$ cat config.mk
export PLATFORM = sky130hd
export DESIGN_NAME = range_outlier_filter_flat
export DESIGN_NICKNAME = d
export VERILOG_FILES = /design/src/rtl/core/rof_pkg.sv /design/src/rtl/core/rof_req_if.sv /design/src/rtl/core/rof_rsp_if.sv /design/src/rtl/core/range_outlier_filter.sv /design/src/rtl/core/rof_queue.sv /design/src/rtl/core/rof_front.sv /design/src/rtl/core/rof_back.sv /design/src/flat_wrapper.sv
export SDC_FILE = /design/constraint.sdc
export NUM_CORES = 2
export LEC_CHECK = 0
export BUFFER_PORTS_ARGS = -buffer_cell sky130_fd_sc_hd__buf_4
export CORE_UTILIZATION = 47
export DETAILED_ROUTE_END_ITERATION = 16
export PLACE_DENSITY = 0.69
export SETUP_SLACK_MARGIN = 0.4
export SYNTH_ARGS = -nofsm -noshare
export SYNTH_HDL_FRONTEND = slang
export SYNTH_SLANG_ARGS = --single-unit
$ cat constraint.sdc
create_clock -name clock -period 13.8 [get_ports clock]
set_input_delay 0.69 -clock clock [delete_from_list [all_inputs] [get_ports clock]]
set_output_delay 0.69 -clock clock [all_outputs]
set_load 0.01 [all_outputs]
$ cat src/rtl/core/rof_pkg.sv
// Shared constants, types and codes for the range outlier filter.
package rof_pkg;

   localparam int SAMPLE_BITS    = 16;
   localparam int RANGE_BITS     = 16;
   localparam int CSR_BITS       = 16;
   localparam int CSR_INDEX_BITS = 1;
   localparam int WIN_DEPTH      = 4;
   localparam int WIN_IDX_BITS   = $clog2(WIN_DEPTH);
   localparam int FILL_BITS      = $clog2(WIN_DEPTH + 1);

   // |4x - S| fits in two bits more than a sample
   localparam int DIFF_BITS   = SAMPLE_BITS + 2;
   localparam int SQ_BITS     = 2 * DIFF_BITS;
   localparam int SQ_SUM_BITS = SQ_BITS + WIN_IDX_BITS;
   localparam int SPREAD_SQ_BITS = 2 * CSR_BITS;
   localparam int LIM_BITS    = SPREAD_SQ_BITS + 6;
   localparam int CMP_BITS    = (SQ_SUM_BITS > LIM_BITS) ? SQ_SUM_BITS : LIM_BITS;
   localparam int NEAR_BITS   = (DIFF_BITS > CSR_BITS + 2) ? DIFF_BITS : CSR_BITS + 2;

   localparam int QUEUE_DEPTH    = 2;
   localparam int QUEUE_PTR_BITS = $clog2(QUEUE_DEPTH);
   localparam int QUEUE_CNT_BITS = $clog2(QUEUE_DEPTH + 1);

   localparam logic [CSR_BITS-1:0] SPREAD_RESET = CSR_BITS'(300);
   localparam logic [CSR_BITS-1:0] NEAR_RESET   = CSR_BITS'(200);

   typedef logic [SAMPLE_BITS-1:0] sample_type;
   typedef logic [RANGE_BITS-1:0]  range_type;
   typedef sample_type [WIN_DEPTH-1:0] window_type;

   typedef enum logic [1:0] {
      VERDICT_PASS   = 2'd0,
      VERDICT_SPREAD = 2'd1,
      VERDICT_NEAR   = 2'd2,
      VERDICT_ORDER  = 2'd3
   } verdict_type;

   typedef enum logic [CSR_INDEX_BITS-1:0] {
      CSR_SPREAD = 1'b0,
      CSR_NEAR   = 1'b1
   } csr_index_type;

endpackage

$ cat src/rtl/core/rof_req_if.sv
// Sample input channel: valid, ready and one range sample.
interface rof_req_if;
   import rof_pkg::*;

   logic      valid;
   logic      ready;
   range_type range_sample;

   modport source (output valid, output range_sample, input ready);
   modport sink   (input valid, input range_sample, output ready);
endinterface

$ cat src/rtl/core/rof_rsp_if.sv
// Result channel: valid, ready, filtered range and verdict.
interface rof_rsp_if;
   import rof_pkg::*;

   logic        valid;
   logic        ready;
   range_type   filtered_range;
   verdict_type verdict;

   modport source (output valid, output filtered_range, output verdict, input ready);
   modport sink   (input valid, input filtered_range, input verdict, output ready);
endinterface

$ cat src/rtl/core/range_outlier_filter.sv
// Range outlier filter top level: configuration registers and front/queue/back wiring.
//
// Range samples (millimetres) enter on req_chan; the first four only fill the
// window and give no result. From then on each sample releases the oldest one
// on rsp_chan, either unchanged with verdict 0 or as zero with verdict 1
// (spread), 2 (far from mean) or 3 (not monotonic). One sample is taken every
// clock while the queue has room; from the edge that took its sample, a result
// goes through the snapshot queue, the difference stage, the square stage and
// the compare/output register. A two-entry queue lets intake run on while results
// stall. csr_index 0 writes spread_limit (reset 300), 1 writes near_limit
// (reset 200); write them only while the block is idle.
module range_outlier_filter (
   input  logic                               clock,
   input  logic                               reset,
   rof_req_if.sink                            req_chan,
   rof_rsp_if.source                          rsp_chan,
   input  logic                               csr_wr_en,
   input  logic [rof_pkg::CSR_INDEX_BITS-1:0] csr_index,
   input  logic [rof_pkg::CSR_BITS-1:0]       csr_wr_data
);
   import rof_pkg::*;

   logic [CSR_BITS-1:0]       spread_limit_ff, spread_limit_in;
   logic [CSR_BITS-1:0]       near_limit_ff, near_limit_in;
   logic [SPREAD_SQ_BITS-1:0] spread_sq_ff, spread_sq_in;

   logic       push_valid, queue_full, pop_valid, pop_ready;
   window_type push_data, pop_data;

   always_comb begin
      spread_limit_in = spread_limit_ff;
      near_limit_in   = near_limit_ff;
      if (csr_wr_en) begin
         unique case (csr_index_type'(csr_index))
            CSR_SPREAD: spread_limit_in = csr_wr_data;
            CSR_NEAR:   near_limit_in   = csr_wr_data;
            default:    ;
         endcase
      end
      // square the limit once, off the item path
      spread_sq_in = SPREAD_SQ_BITS'(spread_limit_ff) * SPREAD_SQ_BITS'(spread_limit_ff);
   end

   always_ff @(posedge clock) begin
      if (reset) begin
         spread_limit_ff <= SPREAD_RESET;
         near_limit_ff   <= NEAR_RESET;
         spread_sq_ff    <= SPREAD_SQ_BITS'(SPREAD_RESET) * SPREAD_SQ_BITS'(SPREAD_RESET);
      end else begin
         spread_limit_ff <= spread_limit_in;
         near_limit_ff   <= near_limit_in;
         spread_sq_ff    <= spread_sq_in;
      end
   end

   rof_front u_front (
      .clock      (clock),
      .reset      (reset),
      .req_chan   (req_chan),
      .queue_full (queue_full),
      .push_valid (push_valid),
      .push_data  (push_data)
   );

   rof_queue u_queue (
      .clock      (clock),
      .reset      (reset),
      .push_valid (push_valid),
      .push_data  (push_data),
      .full       (queue_full),
      .pop_valid  (pop_valid),
      .pop_ready  (pop_ready),
      .pop_data   (pop_data)
   );

   rof_back u_back (
      .clock      (clock),
      .reset      (reset),
      .pop_valid  (pop_valid),
      .pop_ready  (pop_ready),
      .pop_data   (pop_data),
      .near_limit (near_limit_ff),
      .spread_sq  (spread_sq_ff),
      .rsp_chan   (rsp_chan)
   );

endmodule

$ cat src/rtl/core/rof_queue.sv
// Two-entry queue of window snapshots between the front and the back.
module rof_queue (
   input  logic                clock,
   input  logic                reset,
   input  logic                push_valid,
   input  rof_pkg::window_type push_data,
   output logic                full,
   output logic                pop_valid,
   input  logic                pop_ready,
   output rof_pkg::window_type pop_data
);
   import rof_pkg::*;

   window_type                mem_ff [QUEUE_DEPTH];
   logic [QUEUE_PTR_BITS-1:0] wr_ptr_ff, wr_ptr_in;
   logic [QUEUE_PTR_BITS-1:0] rd_ptr_ff, rd_ptr_in;
   logic [QUEUE_CNT_BITS-1:0] count_ff, count_in;
   logic                      push, pop;

   assign full      = (count_ff == QUEUE_CNT_BITS'(QUEUE_DEPTH));
   assign pop_valid = (count_ff != '0);
   assign pop_data  = mem_ff[rd_ptr_ff];
   assign push      = push_valid && !full;
   assign pop       = pop_valid && pop_ready;

   always_comb begin
      wr_ptr_in = push ? wr_ptr_ff + 1'b1 : wr_ptr_ff;
      rd_ptr_in = pop ? rd_ptr_ff + 1'b1 : rd_ptr_ff;
      count_in  = count_ff;
      if (push && !pop) begin
         count_in = count_ff + 1'b1;
      end else if (pop && !push) begin
         count_in = count_ff - 1'b1;
      end
   end

   always_ff @(posedge clock) begin
      if (reset) begin
         wr_ptr_ff <= '0;
         rd_ptr_ff <= '0;
         count_ff  <= '0;
      end else begin
         wr_ptr_ff <= wr_ptr_in;
         rd_ptr_ff <= rd_ptr_in;
         count_ff  <= count_in;
      end
   end

   always_ff @(posedge clock) begin
      if (push) begin
         mem_ff[wr_ptr_ff] <= push_data;
      end
   end

   a_count_bound: assert property (@(posedge clock) disable iff (reset)
      count_ff <= QUEUE_CNT_BITS'(QUEUE_DEPTH))
      else $error("queue count beyond depth");

   a_ptr_track: assert property (@(posedge clock) disable iff (reset)
      (count_ff == '0 || count_ff == QUEUE_CNT_BITS'(QUEUE_DEPTH)) |-> wr_ptr_ff == rd_ptr_ff)
      else $error("queue pointers disagree with count");

endmodule

$ cat src/rtl/core/rof_front.sv
// Front: takes samples, fills the window and hands full-window snapshots to the queue.
module rof_front (
   input  logic                clock,
   input  logic                reset,
   rof_req_if.sink             req_chan,
   input  logic                queue_full,
   output logic                push_valid,
   output rof_pkg::window_type push_data
);
   import rof_pkg::*;

   window_type            window_ff, window_in;
   logic [FILL_BITS-1:0]  fill_ff, fill_in;
   logic                  accept, win_full;
   sample_type            sample;

   assign req_chan.ready = !queue_full;
   assign accept         = req_chan.valid && req_chan.ready;
   assign win_full       = (fill_ff == FILL_BITS'(WIN_DEPTH));
   assign sample         = sample_type'(req_chan.range_sample);
   assign push_valid     = accept && win_full;
   assign push_data      = window_ff;

   always_comb begin
      window_in = window_ff;
      fill_in   = fill_ff;
      if (accept) begin
         if (win_full) begin
            // drop the oldest, append the newest
            for (int i = 0; i < WIN_DEPTH - 1; i++) begin
               window_in[i] = window_ff[i + 1];
            end
            window_in[WIN_DEPTH - 1] = sample;
         end else begin
            window_in[fill_ff[WIN_IDX_BITS-1:0]] = sample;
            fill_in = fill_ff + 1'b1;
         end
      end
   end

   always_ff @(posedge clock) begin
      if (reset) begin
         window_ff <= '0;
         fill_ff   <= '0;
      end else begin
         window_ff <= window_in;
         fill_ff   <= fill_in;
      end
   end

   a_fill_bound: assert property (@(posedge clock) disable iff (reset)
      fill_ff <= FILL_BITS'(WIN_DEPTH))
      else $error("fill count beyond window depth");

   a_push_full: assert property (@(posedge clock) disable iff (reset)
      push_valid |-> !queue_full && win_full)
      else $error("snapshot pushed without full window or queue space");

endmodule

$ cat src/rtl/core/rof_back.sv
// Back: three-stage check pipeline (differences, squares, compare) with output register.
module rof_back (
   input  logic                                 clock,
   input  logic                                 reset,
   input  logic                                 pop_valid,
   output logic                                 pop_ready,
   input  rof_pkg::window_type                  pop_data,
   input  logic [rof_pkg::CSR_BITS-1:0]         near_limit,
   input  logic [rof_pkg::SPREAD_SQ_BITS-1:0]   spread_sq,
   rof_rsp_if.source                            rsp_chan
);
   import rof_pkg::*;

   // stage 1: |4x - S| per lane, near and order flags
   logic                 s1_valid_ff, s1_valid_in;
   logic [DIFF_BITS-1:0] s1_diff_ff [WIN_DEPTH];
   logic [DIFF_BITS-1:0] s1_diff_in [WIN_DEPTH];
   logic                 s1_near_ff, s1_near_in;
   logic                 s1_order_ff, s1_order_in;
   sample_type           s1_oldest_ff;

   // stage 2: squares
   logic                 s2_valid_ff, s2_valid_in;
   logic [SQ_BITS-1:0]   s2_sq_ff [WIN_DEPTH];
   logic [SQ_BITS-1:0]   s2_sq_in [WIN_DEPTH];
   logic                 s2_near_ff, s2_order_ff;
   sample_type           s2_oldest_ff;

   // output register
   logic                 out_valid_ff, out_valid_in;
   range_type            out_range_ff, out_range_in;
   verdict_type          out_verdict_ff, out_verdict_in;

   logic                   out_take, s2_take, s1_take;
   logic [DIFF_BITS-1:0]   win_sum;
   logic [DIFF_BITS-1:0]   times4;
   logic [SQ_SUM_BITS-1:0] sq_sum;
   logic                   spread_fail;
   sample_type             a, b, c;

   assign out_take  = !out_valid_ff || rsp_chan.ready;
   assign s2_take   = !s2_valid_ff || out_take;
   assign s1_take   = !s1_valid_ff || s2_take;
   assign pop_ready = s1_take;

   assign rsp_chan.valid          = out_valid_ff;
   assign rsp_chan.filtered_range = out_range_ff;
   assign rsp_chan.verdict        = out_verdict_ff;

   always_comb begin
      win_sum = '0;
      for (int i = 0; i < WIN_DEPTH; i++) begin
         win_sum = win_sum + DIFF_BITS'(pop_data[i]);
      end
      for (int i = 0; i < WIN_DEPTH; i++) begin
         times4        = {pop_data[i], 2'b00};
         s1_diff_in[i] = (times4 >= win_sum) ? times4 - win_sum : win_sum - times4;
      end
      s1_near_in  = NEAR_BITS'(s1_diff_in[0]) > NEAR_BITS'({near_limit, 2'b00});
      a = pop_data[0];
      b = pop_data[1];
      c = pop_data[2];
      s1_order_in = !((a <= b && b <= c) || (a >= b && b >= c));
      s1_valid_in = s1_take ? pop_valid : s1_valid_ff;
   end

   always_comb begin
      for (int i = 0; i < WIN_DEPTH; i++) begin
         s2_sq_in[i] = SQ_BITS'(s1_diff_ff[i]) * SQ_BITS'(s1_diff_ff[i]);
      end
      s2_valid_in = s2_take ? s1_valid_ff : s2_valid_ff;
   end

   always_comb begin
      sq_sum = '0;
      for (int i = 0; i < WIN_DEPTH; i++) begin
         sq_sum = sq_sum + SQ_SUM_BITS'(s2_sq_ff[i]);
      end
      spread_fail = CMP_BITS'(sq_sum) > CMP_BITS'({spread_sq, 6'b000000});
      priority if (spread_fail) begin
         out_verdict_in = VERDICT_SPREAD;
      end else if (s2_near_ff) begin
         out_verdict_in = VERDICT_NEAR;
      end else if (s2_order_ff) begin
         out_verdict_in = VERDICT_ORDER;
      end else begin
         out_verdict_in = VERDICT_PASS;
      end
      out_range_in = (out_verdict_in == VERDICT_PASS) ? range_type'(s2_oldest_ff) : '0;
      out_valid_in = out_take ? s2_valid_ff : out_valid_ff;
   end

   always_ff @(posedge clock) begin
      if (reset) begin
         s1_valid_ff  <= 1'b0;
         s2_valid_ff  <= 1'b0;
         out_valid_ff <= 1'b0;
      end else begin
         s1_valid_ff  <= s1_valid_in;
         s2_valid_ff  <= s2_valid_in;
         out_valid_ff <= out_valid_in;
      end
   end

   always_ff @(posedge clock) begin
      if (s1_take) begin
         s1_diff_ff   <= s1_diff_in;
         s1_near_ff   <= s1_near_in;
         s1_order_ff  <= s1_order_in;
         s1_oldest_ff <= pop_data[0];
      end
      if (s2_take) begin
         s2_sq_ff     <= s2_sq_in;
         s2_near_ff   <= s1_near_ff;
         s2_order_ff  <= s1_order_ff;
         s2_oldest_ff <= s1_oldest_ff;
      end
      if (out_take) begin
         out_range_ff   <= out_range_in;
         out_verdict_ff <= out_verdict_in;
      end
   end

   a_reject_zero: assert property (@(posedge clock) disable iff (reset)
      (out_valid_ff && out_verdict_ff != VERDICT_PASS) |-> out_range_ff == '0)
      else $error("rejected sample not zeroed");

   a_s1_hold: assert property (@(posedge clock) disable iff (reset)
      (s1_valid_ff && !s2_take) |=> s1_valid_ff && $stable(s1_oldest_ff))
      else $error("stage 1 lost an item under stall");

endmodule

$ cat src/flat_wrapper.sv
// flat-port wrapper written by rule: the top's interface ports become plain ports
module range_outlier_filter_flat import rof_pkg::*;
  (clock, reset, csr_wr_en, csr_index, csr_wr_data, req_chan_valid, req_chan_range_sample, req_chan_ready, rsp_chan_valid, rsp_chan_filtered_range, rsp_chan_verdict, rsp_chan_ready);
  rof_req_if req_chan_i ();
  rof_rsp_if rsp_chan_i ();
  input  logic clock;
  input  logic reset;
  input  logic csr_wr_en;
  input  logic [rof_pkg::CSR_INDEX_BITS-1:0] csr_index;
  input  logic [rof_pkg::CSR_BITS-1:0] csr_wr_data;
  input wire logic [$bits(req_chan_i.valid)-1:0] req_chan_valid;
  input wire logic [$bits(req_chan_i.range_sample)-1:0] req_chan_range_sample;
  output wire logic [$bits(req_chan_i.ready)-1:0] req_chan_ready;
  output wire logic [$bits(rsp_chan_i.valid)-1:0] rsp_chan_valid;
  output wire logic [$bits(rsp_chan_i.filtered_range)-1:0] rsp_chan_filtered_range;
  output wire logic [$bits(rsp_chan_i.verdict)-1:0] rsp_chan_verdict;
  input wire logic [$bits(rsp_chan_i.ready)-1:0] rsp_chan_ready;
  assign req_chan_i.valid = req_chan_valid;
  assign req_chan_i.range_sample = req_chan_range_sample;
  assign req_chan_ready = req_chan_i.ready;
  assign rsp_chan_valid = rsp_chan_i.valid;
  assign rsp_chan_filtered_range = rsp_chan_i.filtered_range;
  assign rsp_chan_verdict = rsp_chan_i.verdict;
  assign rsp_chan_i.ready = rsp_chan_ready;
  range_outlier_filter u_core (.clock(clock), .reset(reset), .req_chan(req_chan_i), .rsp_chan(rsp_chan_i), .csr_wr_en(csr_wr_en), .csr_index(csr_index), .csr_wr_data(csr_wr_data));
endmodule
==> flow_summary.json <==
{
  "worst-path-max-fanout": 55,
  "ioPinCount": 58,
  "status": "complete, no violations",
  "slowest_stage": "buf_4",
  "cp-start-kind": "flip-flop",
  "yosys_warnings": 0,
  "maxCapViolCount": 0,
  "cts-htree-levels": 2,
  "firstDrtPassIters": 7,
  "worst_slew_margin_rel_pct": 16.5,
  "critical-path-max-stage-delay_ns": 0.72,
  "r2r_end": "u_core.u_back.s1_near_ff",
  "cts.reportedPaths.clkPinSlew_ns": 0.06,
  "cts_tree": "built",
  "numPortBuffers": 57,
  "cts_resized": 0,
  "synth.area.top_cells": "fa_1 (32%), edfxtp_1 (16%), ha_1 (14%)",
  "synthDominantCellAreaShare_pct": 31.6,
  "end_kind": "flip-flop",
  "wl_per_cell_um": 19.6,
  "grt_pass1_wl_mm": 293,
  "synthArstFlopShare_pct": 0,
  "cts_hold_buf": 0,
  "fin_crit_ns": 9.50,
  "drt_iter0_markers": 3413,
  "synthTopCellsByCount": "inv_1 (1,688), fa_1 (1,136), ha_1 (794)",
  "grt_overflow_total": 0,
  "gp_congestion": 0.947,
  "grt_usage_pct": 24.1,
  "synth_nets": 9271,
  "synth_edf_count": 388,
  "fin_tns_setup_ns": 0,
  "synth_top_cell_by_area": "fa_1",
  "cp.depth": 38,
  "antenna_cells": 0,
  "grt_max_degree": 82,
  "core_um2": 152000,
  "die_area_um2": 155000,
  "path_buf_inv": 3,
  "wirelength_mm": 183,
  "final_nets": 9238,
  "synthCells": 7303,
  "ys_types": 91,
  "dp_hpwl_mm": 152,
  "fmaxAchievable_mhz": 105,
  "ys_ff_latch": 526,
  "drc_errors": 0,
  "ys_seq_area_share_pct": 20.0,
  "dieWidth_um": 394,
  "start_util_pct": 47.4,
  "critical_path_class": "reg2reg",
  "clock_skew_ns": 0.0391,
  "crit_arrival_ns": 9.91,
  "num_vias": 49900,
  "min_period_over_period_pct": 68.8,
  "synth_area_um2": 72000,
  "antenna_found_initial": 3,
  "area_growth_pct": 6.37,
  "hp-class": "in2reg",
  "die_height_um": 394,
  "grt_setup_unrepaired": "no",
  "synth_ff_type": "edfxtp_1",
  "cts_buffers": 56,
  "num_rows": 143,
  "first_global_vias": 53200,
  "reg2reg_slack_ns": 4.30,
  "maxSlewViolCount": 0,
  "post-route-util_pct": 50.4,
  "drive_gt1_share_pct": 3.80,
  "critPathTopFamily": "compound AO/OA/AOI/OAI gates",
  "yosysMostFrequentCell": "inv_1",
  "syn_avg_cell_area_um2": 9.86,
  "antenna_left": 0,
  "cts_buffer_depth": 3,
  "crit_end": "u_core.u_back.s1_near_ff",
  "root_buffer": "clkbuf_16",
  "clk_latency_ns": 0.65,
  "hold_viol_final": 0,
  "vias_per_cell": 5.34,
  "cts_sinks": 526,
  "rr_worst_depth": 38,
  "cts_setup_buffers": 0,
  "finalSetupViolations": 0,
  "required_ns": 14.21,
  "worst_pin_slew_ns": 1.25
}
[metal layers]
metal,global-route usage [%],up-vias,wire length (µm),share of wire [%]
li1,-,23000,-,-
met1,31.5,25300,76900,42
met2,42.0,1300,91100,50
met3,2.02,277,8210,4.5
met4,7.98,0,6540,3.6
met5,0,-,0,0
[cell type report]
cell class | instances | area [µm²]
clock buffers | 81 | 1630
fillers | 13900 | 75500
inverters | 1689 | 6340
multi-input cells | 4888 | 50500
well taps | 2030 | 2540
clock inverters | 25 | 347
flip-flops and latches | 526 | 14400
repair buffers | 109 | 818
[worst register-to-register path, delay by kind of cell (launching register included)]
family | cells | cell delay (ns)
buffers and inverters | 3 | 1.10
AND/OR/NAND/NOR | 8 | 1.06
flip-flops | 1 | 0.45
multiplexers | 1 | 0.57
XOR/XNOR | 1 | 0.32
adder cells (fa/ha/maj) | 5 | 2.03
AO/OA/AOI/OAI | 20 | 3.72
[layout by cell type, fill, tap and decap left out, drive strengths merged, types with 11 or more instances in the layout]
cell type | netlist | final
nand3 | 101 | 101
nand2 | 606 | 606
xor2 | 93 | 93
nor3 | 39 | 39
a311oi | 37 | 37
a221oi | 11 | 11
and3 | 28 | 28
o211ai | 15 | 15
o31ai | 28 | 28
nand2b | 51 | 51
ha | 794 | 794
o21ai | 141 | 141
a21boi | 14 | 14
xnor2 | 196 | 196
a211o | 19 | 19
and2 | 341 | 341
mux2i | 110 | 110
buf | 29 | 109
nand4 | 38 | 38
nor2 | 289 | 289
dfxtp | 138 | 138
a31oi | 21 | 21
edfxtp | 388 | 388
clkinv | 0 | 11
a21o | 156 | 156
or3 | 17 | 17
o21a | 45 | 45
inv | 1689 | 1695
mux2 | 19 | 19
nor2b | 59 | 59
or2 | 20 | 20
a211oi | 39 | 39
clkbuf | 171 | 81
a21oi | 272 | 272
fa | 1136 | 1136
o21bai | 27 | 27
[per-stage QoR]
step                      setup slack (ns)  instance area (µm²)  hold slack, ns  std cells
after global placement                4.50                74700           0.403       9242
final                                 4.30                76600           0.284       9348
after CTS                             4.34                76600           0.250       9348
after global routing                  3.67                76600           0.261       9348
after floorplan                       5.04                72000           0.400       7303
after detailed placement              4.36                74700           0.405       9242
[flip-flops by register name, indices dropped and copies added (netlist names), named ones only]
name,count
u_core.u_queue.wr_ptr_ff,1
u_core.u_back.s1_oldest_ff,16
u_core.u_back.s2_valid_ff,1
u_core.u_back.s2_near_ff,1
u_core.spread_limit_ff,16
u_core.u_queue.mem_ff,128
u_core.u_back.s1_near_ff,1
u_core.u_front.fill_ff,3
u_core.u_back.s2_oldest_ff,16
u_core.u_back.rsp_chan.verdict,2
u_core.u_back.rsp_chan.valid,1
u_core.spread_sq_ff,31
u_core.u_back.s2_sq_ff,137
u_core.u_back.rsp_chan.filtered_range,16
u_core.u_back.s1_diff_ff,69
u_core.u_back.s1_valid_ff,1
u_core.u_front.push_data,64
u_core.u_queue.count_ff,2
u_core.u_back.s1_order_ff,1
u_core.near_limit_ff,16
u_core.u_back.s2_order_ff,1
u_core.u_queue.rd_ptr_ff,1
[how the worst min path moves through the flow]
stage / start / end / cells after the start / slack (ns)
2_1_floorplan: u_core.u_back.s1_near_ff / u_core.u_back.s2_near_ff / 0 / 0.40
3_3_place_gp: u_core.u_back.s1_oldest_ff[15] / u_core.u_back.s2_oldest_ff[15] / 0 / 0.40
3_5_place_dp: u_core.u_back.s1_oldest_ff[5] / u_core.u_back.s2_oldest_ff[5] / 0 / 0.41
4_1_cts: csr_wr_data[2] / u_core.spread_limit_ff[2] / 2 / 0.25
5_1_grt: csr_wr_data[3] / u_core.spread_limit_ff[3] / 2 / 0.26
6_report: csr_wr_data[2] / u_core.spread_limit_ff[2] / 2 / 0.28
[cells by family after synthesis]
family / after synthesis / synth area share [%]
xor+xnor: 289 / 3.52
buf+inv: 1889 / 9.90
fa+ha+maj: 1930 / 45.4
simple gates: 1633 / 11.0
flops: 526 / 20.0
compound gates: 907 / 8.43
mux: 129 / 1.83
Power is not shown: default switching activity piles up to over one toggle a cycle in this logic, so the estimate is an artifact.
